[src/sv/pic_pkg.sv]
// ---------------------------------------------------------------------------
// pic_pkg
// Types, codes and constants shared by the interval clock modules.
// ---------------------------------------------------------------------------
package pic_pkg;

    localparam int COUNT_BITS_DEF = 12;
    localparam int DATA_BITS      = 16;
    localparam int PRESCALE_BITS  = 10;
    localparam int RATE_SHIFT     = 12;
    localparam int RATE_BITS      = 4;
    localparam int CMD_START_BIT  = 5;
    localparam int CMD_IC_LSB     = 6;

    localparam logic [DATA_BITS-1:0] STATUS_OVF = 16'h0008;

    typedef enum logic [2:0] {
        ACT_TICK       = 3'd0,
        ACT_READ_HALF  = 3'd1,
        ACT_READ_BYTE  = 3'd2,
        ACT_WRITE_HALF = 3'd3,
        ACT_WRITE_BYTE = 3'd4,
        ACT_SENSE      = 3'd5,
        ACT_COMMAND    = 3'd6,
        ACT_INT_ACK    = 3'd7
    } action_t;

    typedef enum logic [1:0] {
        IC_NONE          = 2'd0,
        IC_ENABLE_ARM    = 2'd1,
        IC_DISABLE_ARM   = 2'd2,
        IC_DISABLE_DISARM = 2'd3
    } int_ctl_t;

    typedef struct packed {
        action_t               action;
        logic [DATA_BITS-1:0]  bus_data;
    } item_t;

    typedef struct packed {
        logic [DATA_BITS-1:0]  read_data;
        logic                  interrupt_line;
    } result_t;

    // period length in microseconds, picked by the lowest set bit of the rate
    function automatic logic [PRESCALE_BITS-1:0] period_len(input logic [RATE_BITS-1:0] rate);
        logic [PRESCALE_BITS-1:0] len;
        begin
            len = PRESCALE_BITS'(1);
            priority if (rate[0])
                len = PRESCALE_BITS'(1);
            else if (rate[1])
                len = PRESCALE_BITS'(10);
            else if (rate[2])
                len = PRESCALE_BITS'(100);
            else if (rate[3])
                len = PRESCALE_BITS'(1000);
            return len;
        end
    endfunction

endpackage

[src/sv/precision_interval_clock.sv]
// ---------------------------------------------------------------------------
// precision_interval_clock
// Programmable interval clock behind a byte/halfword port, one beat per
// microsecond tick or bus access, with a registered result and skid stage.
//
//   channel   direction   handshake                payload
//   item      in          item_valid/item_stall    pic_pkg::item_t
//   result    out         result_valid/result_stall pic_pkg::result_t
//
// one beat per cycle while item_stall is low; each result is registered, via the skid register if stalled
// reset clears all clock state: stopped, disarmed, buffer and counter zero
// a stalled result is held and one more item goes into the skid register;
// item_stall is high only while the skid register is full
// ---------------------------------------------------------------------------
module precision_interval_clock #(
    parameter int COUNT_BITS = pic_pkg::COUNT_BITS_DEF
) (
    input  logic             clk,
    input  logic             rst_n,
    input  logic             item_valid,
    output logic             item_stall,
    input  pic_pkg::item_t   item,
    output logic             result_valid,
    input  logic             result_stall,
    output pic_pkg::result_t result
);
    import pic_pkg::*;

    logic    accept;
    result_t core_result;
    result_t result_reg, result_next;
    result_t skid_reg, skid_next;
    logic    result_valid_reg, result_valid_next;
    logic    skid_valid_reg, skid_valid_next;

    assign item_stall = skid_valid_reg;
    assign accept     = item_valid && !item_stall;

    pic_core #(
        .COUNT_BITS(COUNT_BITS)
    ) u_core (
        .clk    (clk),
        .rst_n  (rst_n),
        .accept (accept),
        .item   (item),
        .result (core_result)
    );

    always_comb
    begin
        result_next       = result_reg;
        result_valid_next = result_valid_reg;
        skid_next         = skid_reg;
        skid_valid_next   = skid_valid_reg;
        if (!result_valid_reg || !result_stall)
        begin
            result_next       = skid_valid_reg ? skid_reg : core_result;
            result_valid_next = skid_valid_reg || accept;
            skid_valid_next   = 1'b0;
        end
        else if (accept)
        begin
            skid_next       = core_result;
            skid_valid_next = 1'b1;
        end
    end

    always_ff @(posedge clk or negedge rst_n)
    begin
        if (!rst_n)
        begin
            result_valid_reg <= 1'b0;
            skid_valid_reg   <= 1'b0;
        end
        else
        begin
            result_valid_reg <= result_valid_next;
            skid_valid_reg   <= skid_valid_next;
        end
    end

    always_ff @(posedge clk)
    begin
        result_reg <= result_next;
        skid_reg   <= skid_next;
    end

    assign result_valid = result_valid_reg;
    assign result       = result_reg;

endmodule

[src/sv/pic_core.sv]
// ---------------------------------------------------------------------------
// pic_core
// Clock state: buffer, reload word, down counter, prescaler and flags.
// Updates on each accepted beat and forms that beat's result.
// ---------------------------------------------------------------------------
module pic_core #(
    parameter int COUNT_BITS = pic_pkg::COUNT_BITS_DEF
) (
    input  logic             clk,
    input  logic             rst_n,
    input  logic             accept,
    input  pic_pkg::item_t   item,
    output pic_pkg::result_t result
);
    import pic_pkg::*;

    logic [DATA_BITS-1:0]     write_buffer_reg, write_buffer_next;
    logic [DATA_BITS-1:0]     reload_word_reg, reload_word_next;
    logic [COUNT_BITS-1:0]    down_counter_reg, down_counter_next;
    logic [PRESCALE_BITS-1:0] prescale_reg, prescale_next;
    logic running_reg, running_next;
    logic rd_sel_reg, rd_sel_next;
    logic wr_sel_reg, wr_sel_next;
    logic overflow_reg, overflow_next;
    logic armed_reg, armed_next;
    logic int_en_reg, int_en_next;
    logic int_pend_reg, int_pend_next;

    logic [DATA_BITS-1:0]     counter_ext;
    logic [PRESCALE_BITS:0]   prescale_inc;
    logic [PRESCALE_BITS-1:0] len;
    logic [DATA_BITS-1:0]     read_data;
    int_ctl_t                 ic;

    assign counter_ext  = DATA_BITS'(down_counter_reg);
    assign prescale_inc = {1'b0, prescale_reg} + 1'b1;
    assign len          = period_len(reload_word_reg[RATE_SHIFT +: RATE_BITS]);
    assign ic           = int_ctl_t'(item.bus_data[CMD_IC_LSB +: 2]);

    always_comb
    begin
        write_buffer_next = write_buffer_reg;
        reload_word_next  = reload_word_reg;
        down_counter_next = down_counter_reg;
        prescale_next     = prescale_reg;
        running_next      = running_reg;
        rd_sel_next       = rd_sel_reg;
        wr_sel_next       = wr_sel_reg;
        overflow_next     = overflow_reg;
        armed_next        = armed_reg;
        int_en_next       = int_en_reg;
        int_pend_next     = int_pend_reg;
        read_data         = '0;
        unique case (item.action)
            ACT_TICK:
            begin
                if (running_reg)
                begin
                    if (prescale_inc >= {1'b0, len})
                    begin
                        prescale_next = '0;
                        if (down_counter_reg <= COUNT_BITS'(1))
                        begin
                            if (wr_sel_reg)
                                overflow_next = 1'b1;
                            if (armed_reg)
                                int_pend_next = 1'b1;
                            reload_word_next  = write_buffer_reg;
                            down_counter_next = write_buffer_reg[COUNT_BITS-1:0];
                            if (write_buffer_reg[RATE_SHIFT +: RATE_BITS] == '0)
                                running_next = 1'b0;
                        end
                        else
                        begin
                            down_counter_next = down_counter_reg - 1'b1;
                        end
                    end
                    else
                    begin
                        prescale_next = prescale_inc[PRESCALE_BITS-1:0];
                    end
                end
            end
            ACT_READ_HALF:
            begin
                rd_sel_next = 1'b0;
                read_data   = counter_ext;
            end
            ACT_READ_BYTE:
            begin
                if (rd_sel_reg)
                    read_data = {8'h00, counter_ext[7:0]};
                else
                    read_data = {8'h00, counter_ext[15:8]};
                rd_sel_next = !rd_sel_reg;
            end
            ACT_WRITE_HALF:
            begin
                wr_sel_next       = 1'b0;
                write_buffer_next = item.bus_data;
            end
            ACT_WRITE_BYTE:
            begin
                if (wr_sel_reg)
                    write_buffer_next = {write_buffer_reg[15:8], item.bus_data[7:0]};
                else
                    write_buffer_next = {item.bus_data[7:0], write_buffer_reg[7:0]};
                wr_sel_next = !wr_sel_reg;
            end
            ACT_SENSE:
            begin
                if (overflow_reg)
                begin
                    overflow_next = 1'b0;
                    int_pend_next = 1'b0;
                    read_data     = STATUS_OVF;
                end
            end
            ACT_COMMAND:
            begin
                unique case (ic)
                    IC_ENABLE_ARM:
                    begin
                        int_en_next = 1'b1;
                        armed_next  = 1'b1;
                    end
                    IC_DISABLE_ARM:
                    begin
                        int_en_next = 1'b0;
                        armed_next  = 1'b1;
                    end
                    IC_DISABLE_DISARM:
                    begin
                        int_en_next = 1'b0;
                        armed_next  = 1'b0;
                    end
                    default:
                    begin
                    end
                endcase
                if (item.bus_data[CMD_START_BIT])
                begin
                    reload_word_next  = write_buffer_reg;
                    down_counter_next = write_buffer_reg[COUNT_BITS-1:0];
                    overflow_next     = 1'b0;
                    rd_sel_next       = 1'b0;
                    wr_sel_next       = 1'b0;
                    prescale_next     = '0;
                    running_next      = write_buffer_reg[RATE_SHIFT +: RATE_BITS] != '0;
                end
            end
            default:
            begin
                int_pend_next = 1'b0;
            end
        endcase
    end

    assign result.read_data      = read_data;
    assign result.interrupt_line = int_pend_next && int_en_next;

    always_ff @(posedge clk or negedge rst_n)
    begin
        if (!rst_n)
        begin
            write_buffer_reg <= '0;
            reload_word_reg  <= '0;
            down_counter_reg <= '0;
            prescale_reg     <= '0;
            running_reg      <= 1'b0;
            rd_sel_reg       <= 1'b0;
            wr_sel_reg       <= 1'b0;
            overflow_reg     <= 1'b0;
            armed_reg        <= 1'b0;
            int_en_reg       <= 1'b0;
            int_pend_reg     <= 1'b0;
        end
        else if (accept)
        begin
            write_buffer_reg <= write_buffer_next;
            reload_word_reg  <= reload_word_next;
            down_counter_reg <= down_counter_next;
            prescale_reg     <= prescale_next;
            running_reg      <= running_next;
            rd_sel_reg       <= rd_sel_next;
            wr_sel_reg       <= wr_sel_next;
            overflow_reg     <= overflow_next;
            armed_reg        <= armed_next;
            int_en_reg       <= int_en_next;
            int_pend_reg     <= int_pend_next;
        end
    end

endmodule
[config.mk]
export PLATFORM = sky130hd
export DESIGN_NAME = precision_interval_clock
export DESIGN_NICKNAME = d
export VERILOG_FILES = /design/src/sv/pic_pkg.sv /design/src/sv/precision_interval_clock.sv /design/src/sv/pic_core.sv
export SDC_FILE = /design/constraint.sdc
export NUM_CORES = 1
export LEC_CHECK = 0
export BUFFER_PORTS_ARGS = -buffer_cell sky130_fd_sc_hd__buf_2
export CORE_MARGIN = 2
export CORE_UTILIZATION = 54
export DETAILED_ROUTE_END_ITERATION = 7
export PLACE_DENSITY = 0.74
export SLEW_MARGIN = 25
export SYNTH_ARGS = -nofsm -noshare
export SYNTH_HDL_FRONTEND = slang
export SYNTH_SLANG_ARGS = --single-unit
[constraint.sdc]
create_clock -name clk -period 2.6 [get_ports clk]
set_input_delay 0.13 -clock clk [delete_from_list [all_inputs] [get_ports clk]]
set_output_delay 0.13 -clock clk [all_outputs]
set_load 0.005 [all_outputs]
==> impl_results.md, run 1 <==
- Gpl congestion: 0.817
- Starting density of the core: 55.4%
- Cell Pwr Density: 837 nW/µm²
- Min Tclk post-route: 2720 ps
- Final setup viols: 25
- Violated checks: negative setup slack
- Worst r2r path cells: 13
- Area of the multi-input gates: 2210 µm²
- Critical Path Source Type: flip-flop
- Vias per cell: 5.92
- YS warnings: 0
- Final worst slack: -122 ps
- Die Span Y: 92.8 µm
- Fillers: 652
- Max FFs per register: 16
- Die ar.: 8610 µm²
- Endpoint class of the critical path: flip-flop
- Vias post-DR: 3445
- Most frequent cells in the layout: dfrtp_1 (51), nand2_1 (42), buf_2 (38)
- CP Max Fanout: 5
- M1 GR Usage: 33.9%
- Dpl cells: 557
- Final net count: 510
- Syn Std Cell Area: 4260 µm²
- CTS Sinks: 77
- Status: complete, but fails checks
- Register area: 2060 µm²
- Net Sw Frac: 36.9%
- Compound-cell area share of the yosys netlist: 17.9%
- Post-route ant nets: 0
- CP max stage cell: a2111oi_4
- # diodes: 0
- Final Slew Violations: 0
- Area growth syn-to-layout: 18.4%
- Largest family of logic cells by synthesized area: simple AND/OR/NAND/NOR gates
- Hpwl dp: 6.68 mm
- Post-synthesis mux area share: 6.93%
- Layout Skew: 12.6 ps
- Hold_sp: item_valid
- Largest cells by area after synthesis: dfrtp_1 (30%), edfxtp_1 (18%), mux2_2 (5.3%)
- Remaining routing DRC violations: 0
- Clk buf depth: 2
- Synth cell types: 61
- Most Crowded Layer GR: met2
- Post-Place Cell Area: 4670 µm²
- Clock-pin slew on the worst setup and hold paths: 90 ps
- Synth Flop Type: dfrtp_1
- Core Region: 7690 µm²
- Met3 Track Usage GR: 2.93%
- Final Hold Vio Count: 0
- Worst r2r src: u_core.prescale_reg[3]
- Unrepaired setup endpoints after global routing: true
- Core Util, Final: 65.6%
- M2 GR Usage: 35.4%
- Root buf cell: clkbuf_8
- Crit Path Category: flip-flop to flip-flop
- Proportion of layout cells with a drive suffix above 1: 30.6%
- Gr usage total: 23.1%
- Critical path cell sequence: and3_4 -> nand3_4 -> or2_4 -> nor2_2 -> xor2_1 -> ha_1 -> nand3_2 -> nor3_4 -> a2111oi_4 -> buf_4 -> a21o_4 -> a21oi_1 -> o22ai_1
- Max-cap viol count: 0
- Highest Clock Rate: 0.367 GHz
- Fin crit share: 105%
- Worst hold path type: input pin to flip-flop
- WL final: 9.45 mm
- Mean post-synth cell area: 10.2 µm²
- CTS buffer count: 9
- Pre-antenna DRT Iters: 5
- Initial drt markers: 203
- Fin cells: 582
- Switch Pwr: 1.56 mW
- Port Buffers: 37
- Critical Path RT: 2880 ps
- Grt ovf: 0
- Xor/xnor share of the synthesized area: 0.823%
- Post-synth EDFFs: 26
- Worst Path Arrival: 3000 ps
- Synth top area share: 30.0%
- Leak: 2.24 nW
- Sequential Power Share: 43.6%
- Int Pwr: 2.66 mW
- Commonest non-fill, non-tap cell in the layout: dfrtp_1
- Synth Instances: 417
- Synth area leader: dfrtp_1
- First-pass GRT wire length: 15.7 mm
- FF-to-FF End: u_core.down_counter_reg[8]
- FFs w/ async S/R, synth: 66.2%
- Sequential share of the synthesized area: 48.3%
- Hold depth: 3
- TritonCTS clock tree: built
- Hold Path End: result_valid
- Initial antenna violation count: 0
- Worst reg2reg setup slack: -120 ps
- Vias in the first global route: 3216
- Post-synthesis register bit count: 77
- Simple-gate share of the synthesized area: 18.9%
- Slew margin rel.: 48.6%
- Clock latency on the worst-skew pair: 350 ps
- Combinational fraction of design power: 33.9%
- Largest net degree at the start of global routing: 36
- Slowest stage delay, CP: 420 ps
- DIE WIDTH: 92.8 µm
- Least-Margin Pin Slew: 770 ps
- Routed WL per cell: 16.2 µm
- Clock Power Share: 22.5%
- Final instance area: 5040 µm²
- Adder-cell share of the synthesized area: 3.53%
- I/O pin total: 42
- Peak supply drop: 0.393 mV
- H-Tree Level Count: 3
- FP Rows: 32
[worst max-delay path, delay by kind of cell (launching register included)]
family	cells	cell delay [ps]
AND/OR/NAND/NOR	6	800
AO/OA/AOI/OAI	4	790
flip-flops	1	370
adder cells (fa/ha/maj)	1	290
XOR/XNOR	1	210
buffers and inverters	1	190
[area by class of cell]
type	count	area share [%]
clock buffers	9	2.46
clock inverters	7	1.61
inverters	9	0.670
multi-input cells	312	43.8
flip-flops and latches	77	40.8
well taps	102	2.53
repair buffers	66	8.14
[metrics by stage]
stage                     power, mW  hold WS (ps)  setup WS [ps]  TNS [ps]
final                          4.22          9.55           -122     -2120
after floorplan                2.76          -166           3.29         0
after global placement         3.11           250          -32.9      -160
after CTS                      4.18         0.145          -87.3      -711
after global routing           4.49          24.5           -220     -5110
after detailed placement       3.17           251           -131     -1290
[cell families (layout without fill, tap and decap cells)]
family | Yosys count | in the layout
other | 1 | 4
buffers and inverters | 31 | 91
adder cells (fa/ha/maj) | 12 | 12
AND/OR/NAND/NOR | 152 | 152
multiplexers | 25 | 25
XOR/XNOR | 4 | 4
AO/OA/AOI/OAI | 115 | 115
flip-flops | 77 | 77
[power by group through the flow]
| stage | Clock (mW) | Sequential (mW) | Combinational [mW] |
|---|---|---|---|
| after global routing | 1.02 | 1.88 | 1.59 |
| after global placement | 0 | 1.84 | 1.27 |
| after detailed placement | 0 | 1.85 | 1.32 |
| after floorplan | 0 | 1.75 | 1.01 |
| final | 0.950 | 1.84 | 1.43 |
| after CTS | 0.959 | 1.83 | 1.39 |
[what timing repair did]
item,CTS,global route
buffers inserted,4,3
hold buffers,1,0
cloned,1,0
hold endpoints to repair,33,0
setup endpoints to repair,23,31
resized for setup,15,11
pin swaps,4,3
[synth_stat cells (9+ instances only)]
master,number
o21ai_0,30
nand3_1,14
mux2_2,20
nand2_1,43
and3_1,10
nor2_1,24
dfrtp_1,51
ha_1,12
clkbuf_1,14
a21oi_1,39
edfxtp_1,26
a21o_1,9
inv_1,9
[layer usage]
metal  wire (µm)  up-vias
met1        4440     1662
met4         160        0
met5           0        -
met3         524       15
li1            -     1650
met2        4320      118
[worst max path at each step]
stage / slack, ps / to / startpoint
final: -120 / u_core.down_counter_reg[8] / u_core.prescale_reg[3]
after global routing: -220 / u_core.prescale_reg[7] / u_core.prescale_reg[3]
after CTS: -90 / u_core.reload_word_reg[13] / u_core.prescale_reg[2]
after detailed placement: -130 / u_core.prescale_reg[2] / u_core.prescale_reg[2]
after global placement: -30 / u_core.prescale_reg[6] / u_core.prescale_reg[2]
after floorplan: 3 / u_core.reload_word_reg[12] / u_core.prescale_reg[0]
Power figures use the tool's default switching activity.
==> inputs of run 2 (changes only) <==
--- a/config.mk
+++ b/config.mk
@@ -5,6 +5,7 @@
 export SDC_FILE = /design/constraint.sdc
 export NUM_CORES = 1
 export LEC_CHECK = 0
+export ABC_AREA = 1
 export BUFFER_PORTS_ARGS = -buffer_cell sky130_fd_sc_hd__buf_2
 export CORE_MARGIN = 2
 export CORE_UTILIZATION = 54
==> impl_results.md, run 2 <==
- FFs w/ async S/R, synth: 66.2% (unchanged)
- CTS Sinks: 77 (unchanged)
- Largest cells by area after synthesis: dfrtp_1 (30%), edfxtp_1 (18%), nand2_1 (13%)
- Initial antenna violation count: 0 (unchanged)
- Worst reg2reg setup slack: -280 ps (-160 ps)
- Proportion of layout cells with a drive suffix above 1: 27.7% (-2.9 points)
- Max FFs per register: 16 (unchanged)
- Slowest stage delay, CP: 420 ps (about the same)
- Peak supply drop: 0.410 mV (+4.3%)
- Vias in the first global route: 3527 (+9.7%)
- Routed wl met3: 619 µm (+18%)
- Synth Instances: 509 (+22%)
- Top Layer Used: met4
- Clock-pin slew on the worst setup and hold paths: 100 ps (about the same)
- Post-synthesis register bit count: 77 (unchanged)
- YS warnings: 0 (unchanged)
- Final instance area: 5250 µm² (+4.1%)
- Critical path cell sequence: buf_6 -> ha_4 -> nand3_2 -> or2_4 -> nor2_4 -> xor2_2 -> ha_1 -> a21o_1 -> a21oi_2 -> nand2_2 -> nor2_4 -> buf_6 -> nand4_1 -> o22ai_1
- Final worst slack: -282 ps (-161 ps)
- Mean post-synth cell area: 8.45 µm² (-17%)
- Routed wl met2: 4.96 mm (+15%)
- Starting density of the core: 55.7% (+0.28 points)
- Synth area leader: dfrtp_1
- Die ar.: 8700 µm² (+0.98%)
- Final net count: 614 (+20%)
- Synth cell types: 45 (-26%)
- Vias per cell: 5.42 (-8.4%)
- CTS buffer count: 9 (unchanged)
- Core Region: 7730 µm² (+0.52%)
- DIE WIDTH: 93.3 µm (+0.49%)
- Min Tclk post-route: 2880 ps (+161 ps)
- Root buf cell: clkbuf_8
- Sequential share of the synthesized area: 47.8% (-0.49 points)
- Die Span Y: 93.3 µm (+0.49%)
- FP Rows: 32 (unchanged)
- Critical path's top delay family: simple AND/OR/NAND/NOR gates
- Fillers: 606 (-7.1%)
- First-pass GRT wire length: 16.4 mm (+3.9%)
- Cell Pwr Density: 920 nW/µm² (+10%)
- Crit Path Category: flip-flop to flip-flop
- Area growth syn-to-layout: 22.0%
- Highest Clock Rate: 0.347 GHz (-5.6%)
- Synth top area share: 29.7% (-0.30 points)
- Hpwl dp: 6.87 mm (+2.8%)
- Critical Path Source Type: flip-flop
- Status: complete, but fails checks
- Synth Flop Type: dfrtp_1
- Critical path origin: u_core.prescale_reg[1]
- Initial drt markers: 203 (unchanged)
- TritonCTS clock tree: built
- Leak: 2.52 nW (+12%)
- Worst Path Arrival: 3140 ps (+140 ps)
- Endpoint class of the critical path: flip-flop
- Layout Skew: 15.6 ps (+2.94 ps)
- Clock latency on the worst-skew pair: 350 ps (about the same)
- Pre-CTS setup slack: -204 ps (-73.2 ps)
- I/O pin total: 42 (unchanged)
- Commonest cells in the netlist: nand2_1 (145), nor2_1 (55), inv_1 (52), dfrtp_1 (51), edfxtp_1 (26)
- CP Max Fanout: 4 (-1)
- WL final: 10.3 mm (+9.2%)
- Unrepaired setup endpoints after global routing: true
- Max-cap viol count: 0 (unchanged)
- H-Tree Level Count: 3 (unchanged)
- Sum Neg Setup Slack: -5780 ps (-3660 ps)
- Count leader, synth: nand2_1
- Least-Margin Pin Slew: 770 ps (-0.794 ps)
- Worst hold path type: input pin to flip-flop
- Core Util, Final: 67.9% (+2.3 points)
- Final Hold Vio Count: 0 (unchanged)
- CP max stage cell: dfrtp_1
- # diodes: 0 (unchanged)
- Most frequent cells in the layout: nand2_1 (127), nor2_1 (55), inv_1 (51), dfrtp_1 (51), buf_2 (37)
- Final Slew Violations: 0 (unchanged)
- Syn Std Cell Area: 4300 µm² (+1.0%)
- Gpl congestion: 0.859 (+5.2%)
- Clk buf depth: 2 (unchanged)
- Hold_sp: item[11]
- Post-route ant nets: 0 (unchanged)
- Pwr Total: 4.83 mW (+14%)
- Gr usage total: 23.9% (+0.82 points)
- Remaining routing DRC violations: 0 (unchanged)
- Worst r2r src: u_core.prescale_reg[1]
- Largest net degree at the start of global routing: 30 (-17%)
- Slew margin rel.: 48.5% (-0.10 points)
- Post-synth EDFFs: 26 (unchanged)
- Final setup viols: 30 (+20%)
- Pre-antenna DRT Iters: 5 (unchanged)
- Routed WL per cell: 15.0 µm (-7.3%)
- Port Buffers: 37 (unchanged)
- Commonest non-fill, non-tap cell in the layout: nand2_1
- Post-Place Cell Area: 4620 µm² (-1.0%)
- Violated checks: negative setup slack
- Fin crit share: 111% (+6.2 points)
- Grt ovf: 0 (unchanged)
- Critical Path RT: 2860 ps (-20 ps)
- Vias post-DR: 3720 (+8.0%)
- Buffers plus inverters on the worst setup path: 2 (+1)
- WL met1: 4.50 mm (+1.4%)
run 2: repair_timing:
| action | in CTS | in global routing |
|---|---|---|
| setup buffers | 11 | 4 |
| pin swaps | 10 | 13 |
| hold endpoints to repair | 22 | 0 |
| gates resized for setup | 31 | 34 |
| endpoints found under the setup margin | 29 | 31 |
| cloned | 3 | 0 |
| hold buffers | 1 | 0 |
run 2: final timing paths:
kind | cells after the start | to
max | 14 | u_core.prescale_reg[7]
min | 3 | u_core.write_buffer_reg[11]
max reg2reg | 14 | u_core.prescale_reg[7]
min reg2reg | 2 | u_core.reload_word_reg[12]
max in group asynchronous | 3 | u_core.int_en_reg
min in group asynchronous | 2 | u_core.write_buffer_reg[2]
run 2: per-layer routing:
metal	vias to the layer above	global-route usage, %
met2	132	39.8
met1	1761	31.8
li1	1805	-
met4	0	8.21
met3	22	4.03
met5	-	0
run 2: worst min-delay path, cell delays in order:
cell and delay (ps):
buf_2 80, a211oi_2 50, nor2_1 80
run 2: final cells by class:
| class | instances | area [µm²] | share of cell area (%) |
|---|---|---|---|
| inverter | 58 | 218 | 4.15 |
| clock inverter | 7 | 61.3 | 1.17 |
| multi-input combinational | 367 | 2240 | 42.7 |
| tap | 102 | 128 | 2.43 |
| sequential | 77 | 2060 | 39.2 |
| timing repair buffer | 66 | 420 | 8.01 |
| clock buffer | 9 | 124 | 2.36 |
run 2: where the power goes:
part,switching [mW],leakage [nW],internal (mW)
Sequential,0.202,0.886,1.54
Combinational,1.34,1.54,0.867
Clock,0.509,0.0892,0.367
Total,2.05,2.52,2.78
run 2: logic make-up after synthesis:
| group | Yosys count | synth area share [%] |
|---|---|---|
| xor+xnor | 15 | 3.05 |
| flops | 77 | 47.8 |
| fa+ha+maj | 12 | 3.49 |
| other cells | 1 | 0.0872 |
| buf+inv | 71 | 7.44 |
| simple gates | 258 | 26.2 |
| compound gates | 75 | 11.9 |
run 2: per-stage QoR:
stage,hold slack (ps),cells
2_1_floorplan,-166,512
3_3_place_gp,132,651
3_5_place_dp,136,651
4_1_cts,30.0,682
5_1_grt,40.3,686
6_report,30.9,686
==> inputs of run 3 (changes only) <==
--- a/config.mk
+++ b/config.mk
@@ -5,7 +5,6 @@
 export SDC_FILE = /design/constraint.sdc
 export NUM_CORES = 1
 export LEC_CHECK = 0
-export ABC_AREA = 1
 export BUFFER_PORTS_ARGS = -buffer_cell sky130_fd_sc_hd__buf_2
 export CORE_MARGIN = 2
 export CORE_UTILIZATION = 54
==> constraint.sdc (replaced) <==
create_clock -name clk -period 2.6 [get_ports clk]
set_input_delay 0.26 -clock clk [delete_from_list [all_inputs] [get_ports clk]]
set_output_delay 0.26 -clock clk [all_outputs]
set_load 0.005 [all_outputs]
==> impl_results.md, run 3 (same netlist as run 1, synthesis figures left out) <==
- Die ar.: 8610 µm² (-0.97%)
- Starting density of the core: 55.4% (-0.28 points)
- Register area: 2060 µm² (unchanged)
- I/O pin total: 42 (unchanged)
- Area growth syn-to-layout: 19.6%
- Worst hold path type: input pin to flip-flop
- Critical Path RT: 2840 ps (-20 ps)
- Cell Pwr Density: 824 nW/µm² (-10%)
- Slew margin rel.: 53.4% (+4.9 points)
- Grt ovf: 0 (unchanged)
- Final Slew Violations: 0 (unchanged)
- Violated checks: negative setup slack
- Least-Margin Pin Slew: 699 ps (-71.1 ps)
- Final worst slack: -133 ps (+149 ps)
- Status: complete, but fails checks
- Final setup viols: 14 (-53%)
- Critical path cell sequence: and3_4 -> and3_1 -> nand3_1 -> xnor2_1 -> ha_1 -> a21oi_2 -> nor2b_4 -> a2111oi_4 -> buf_4 -> a21oi_4 -> buf_6 -> a21oi_2 -> a21oi_1
- H-Tree Level Count: 3 (unchanged)
- Crit Path Category: flip-flop to flip-flop
- Final instance area: 5090 µm² (-3.0%)
- Proportion of layout cells with a drive suffix above 1: 31.9% (+4.2 points)
- Commonest non-fill, non-tap cell in the layout: dfrtp_1
- Final Hold Vio Count: 0 (unchanged)
- Initial drt markers: 134 (-34%)
- TritonCTS clock tree: built
- Vias in the first global route: 3176 (-10%)
- Post-route ant nets: 0 (unchanged)
- Unrepaired setup endpoints after global routing: true
- Max-cap viol count: 0 (unchanged)
- # diodes: 0 (unchanged)
- CTS buffer count: 9 (unchanged)
- Critical Path Source Type: flip-flop
- Root buf cell: clkbuf_8
- Endpoint class of the critical path: flip-flop
- Initial antenna violation count: 0 (unchanged)
- Slowest stage delay, CP: 360 ps (-60 ps)
- Fin cells: 578 (-16%)
- Vias per cell: 5.83 (+7.6%)
- Core Region: 7690 µm² (-0.52%)
- Peak supply drop: 0.458 mV (+12%)
- Fin crit share: 105% (-5.7 points)
- Routed WL per cell: 16.0 µm (+6.5%)
- Clock latency on the worst-skew pair: 350 ps (about the same)
- Gr usage total: 22.7% (-1.2 points)
- Hpwl dp: 6.72 mm (-2.2%)
- Largest net degree at the start of global routing: 36 (+20%)
- CTS Sinks: 77 (unchanged)
- Die Span Y: 92.8 µm (-0.49%)
- Min Tclk post-route: 2730 ps (-149 ps)
- Gpl congestion: 0.860 (about the same)
- Dpl cells: 556 (-15%)
- CP Max Fanout: 6 (+2)
- Layout Skew: 12.8 ps (-2.82 ps)
- Port Buffers: 37 (unchanged)
- Worst Path Arrival: 2970 ps (-170 ps)
- Area of the multi-input gates: 2300 µm² (+2.6%)
- First-pass GRT wire length: 15.4 mm (-5.5%)
- Core Util, Final: 66.3% (-1.7 points)
- Final net count: 506 (-18%)
- WL final: 9.26 mm (-10%)
- Fillers: 640 (+5.6%)
- Vias post-DR: 3372 (-9.4%)
- Clock-pin slew on the worst setup and hold paths: 90 ps (about the same)
- Clk buf depth: 2 (unchanged)
- Max FFs per register: 16 (unchanged)
- Pre-antenna DRT Iters: 5 (unchanged)
- Highest Clock Rate: 0.366 GHz (+5.5%)
- CP max stage cell: dfrtp_1
- FP Rows: 32 (unchanged)
- Leak: 2.21 nW (-12%)
- Critical Path Most Common Cell: a21oi_2
- Post-Place Cell Area: 4660 µm² (+0.87%)
- Most frequent cells in the layout: dfrtp_1 (51), nand2_1 (41), buf_2 (38)
- Remaining routing DRC violations: 0 (unchanged)
- DIE WIDTH: 92.8 µm (-0.49%)
## run 3: changes by cell type in the layout (fill, tap and decap cells not counted), moves of 12 or more
cell,change
a21oi_1,+13
nand2_1,-86
nor2_1,-34
inv_1,-42
nand2_2,-12
mux2_2,+20
## run 3: final timing paths
check / slack [ps] / cells past startpoint / from / to
max: -130 / 13 / u_core.prescale_reg[2] / u_core.down_counter_reg[6]
min reg2reg: 510 / 2 / u_core.write_buffer_reg[11] / u_core.write_buffer_reg[11]
min: 140 / 3 / item_valid / result_valid
max reg2reg: -130 / 13 / u_core.prescale_reg[2] / u_core.down_counter_reg[6]
min in group asynchronous: 360 / 2 / rst_n / u_core.prescale_reg[1]
max in group asynchronous: 1470 / 3 / rst_n / u_core.down_counter_reg[7]
## run 3: layout make-up
type | instances | area share (%)
multi-input combinational | 312 | 45.2
tap | 102 | 2.51
timing repair buffer | 62 | 7.61
clock buffer | 9 | 2.43
clock inverter | 7 | 1.23
inverter | 9 | 0.663
sequential | 77 | 40.4
## run 3: through the flow
stage	hold WS, ps	TNS (ps)	worst slack [ps]	power, mW
2_1_floorplan	-35.6	0	3.29	2.76
3_3_place_gp	209	-182	-41.5	3.10
3_5_place_dp	216	-1350	-128	3.17
4_1_cts	126	-826	-80.0	4.09
5_1_grt	145	-4310	-254	4.49
6_report	139	-1230	-133	4.20
## run 3: repair_timing
action / CTS / global route
cloned: 1 / 0
hold endpoints to repair: 16 / 0
setup buffers: 1 / 3
gates resized for setup: 14 / 25
endpoints found under the setup margin: 23 / 31
hold buffers: 1 / 0
pin swaps: 5 / 5
## run 3: per-layer routing
metal / part of all wire, % / vias up / GRT usage (%)
li1: - / 1635 / -
met4: 1.0 / 0 / 6.74
met1: 47 / 1612 / 33.1
met3: 4.9 / 10 / 3.58
met2: 47 / 115 / 35.1
met5: 0 / - / 0
## run 3: worst max-delay path: cells and delay by family, from the launching register on
kind,cells,cell delay [ps]
AND/OR/NAND/NOR,4,580
AO/OA/AOI/OAI,5,800
adder cells (fa/ha/maj),1,310
XOR/XNOR,1,200
buffers and inverters,2,380
flip-flops,1,360
## run 3: power by group
| part | internal [mW] | total (mW) | switching, mW |
|---|---|---|---|
| logic | 0.710 | 1.50 | 0.792 |
| clock network | 0.366 | 0.853 | 0.487 |
| registers | 1.54 | 1.84 | 0.305 |
| total | 2.61 | 4.20 | 1.58 |
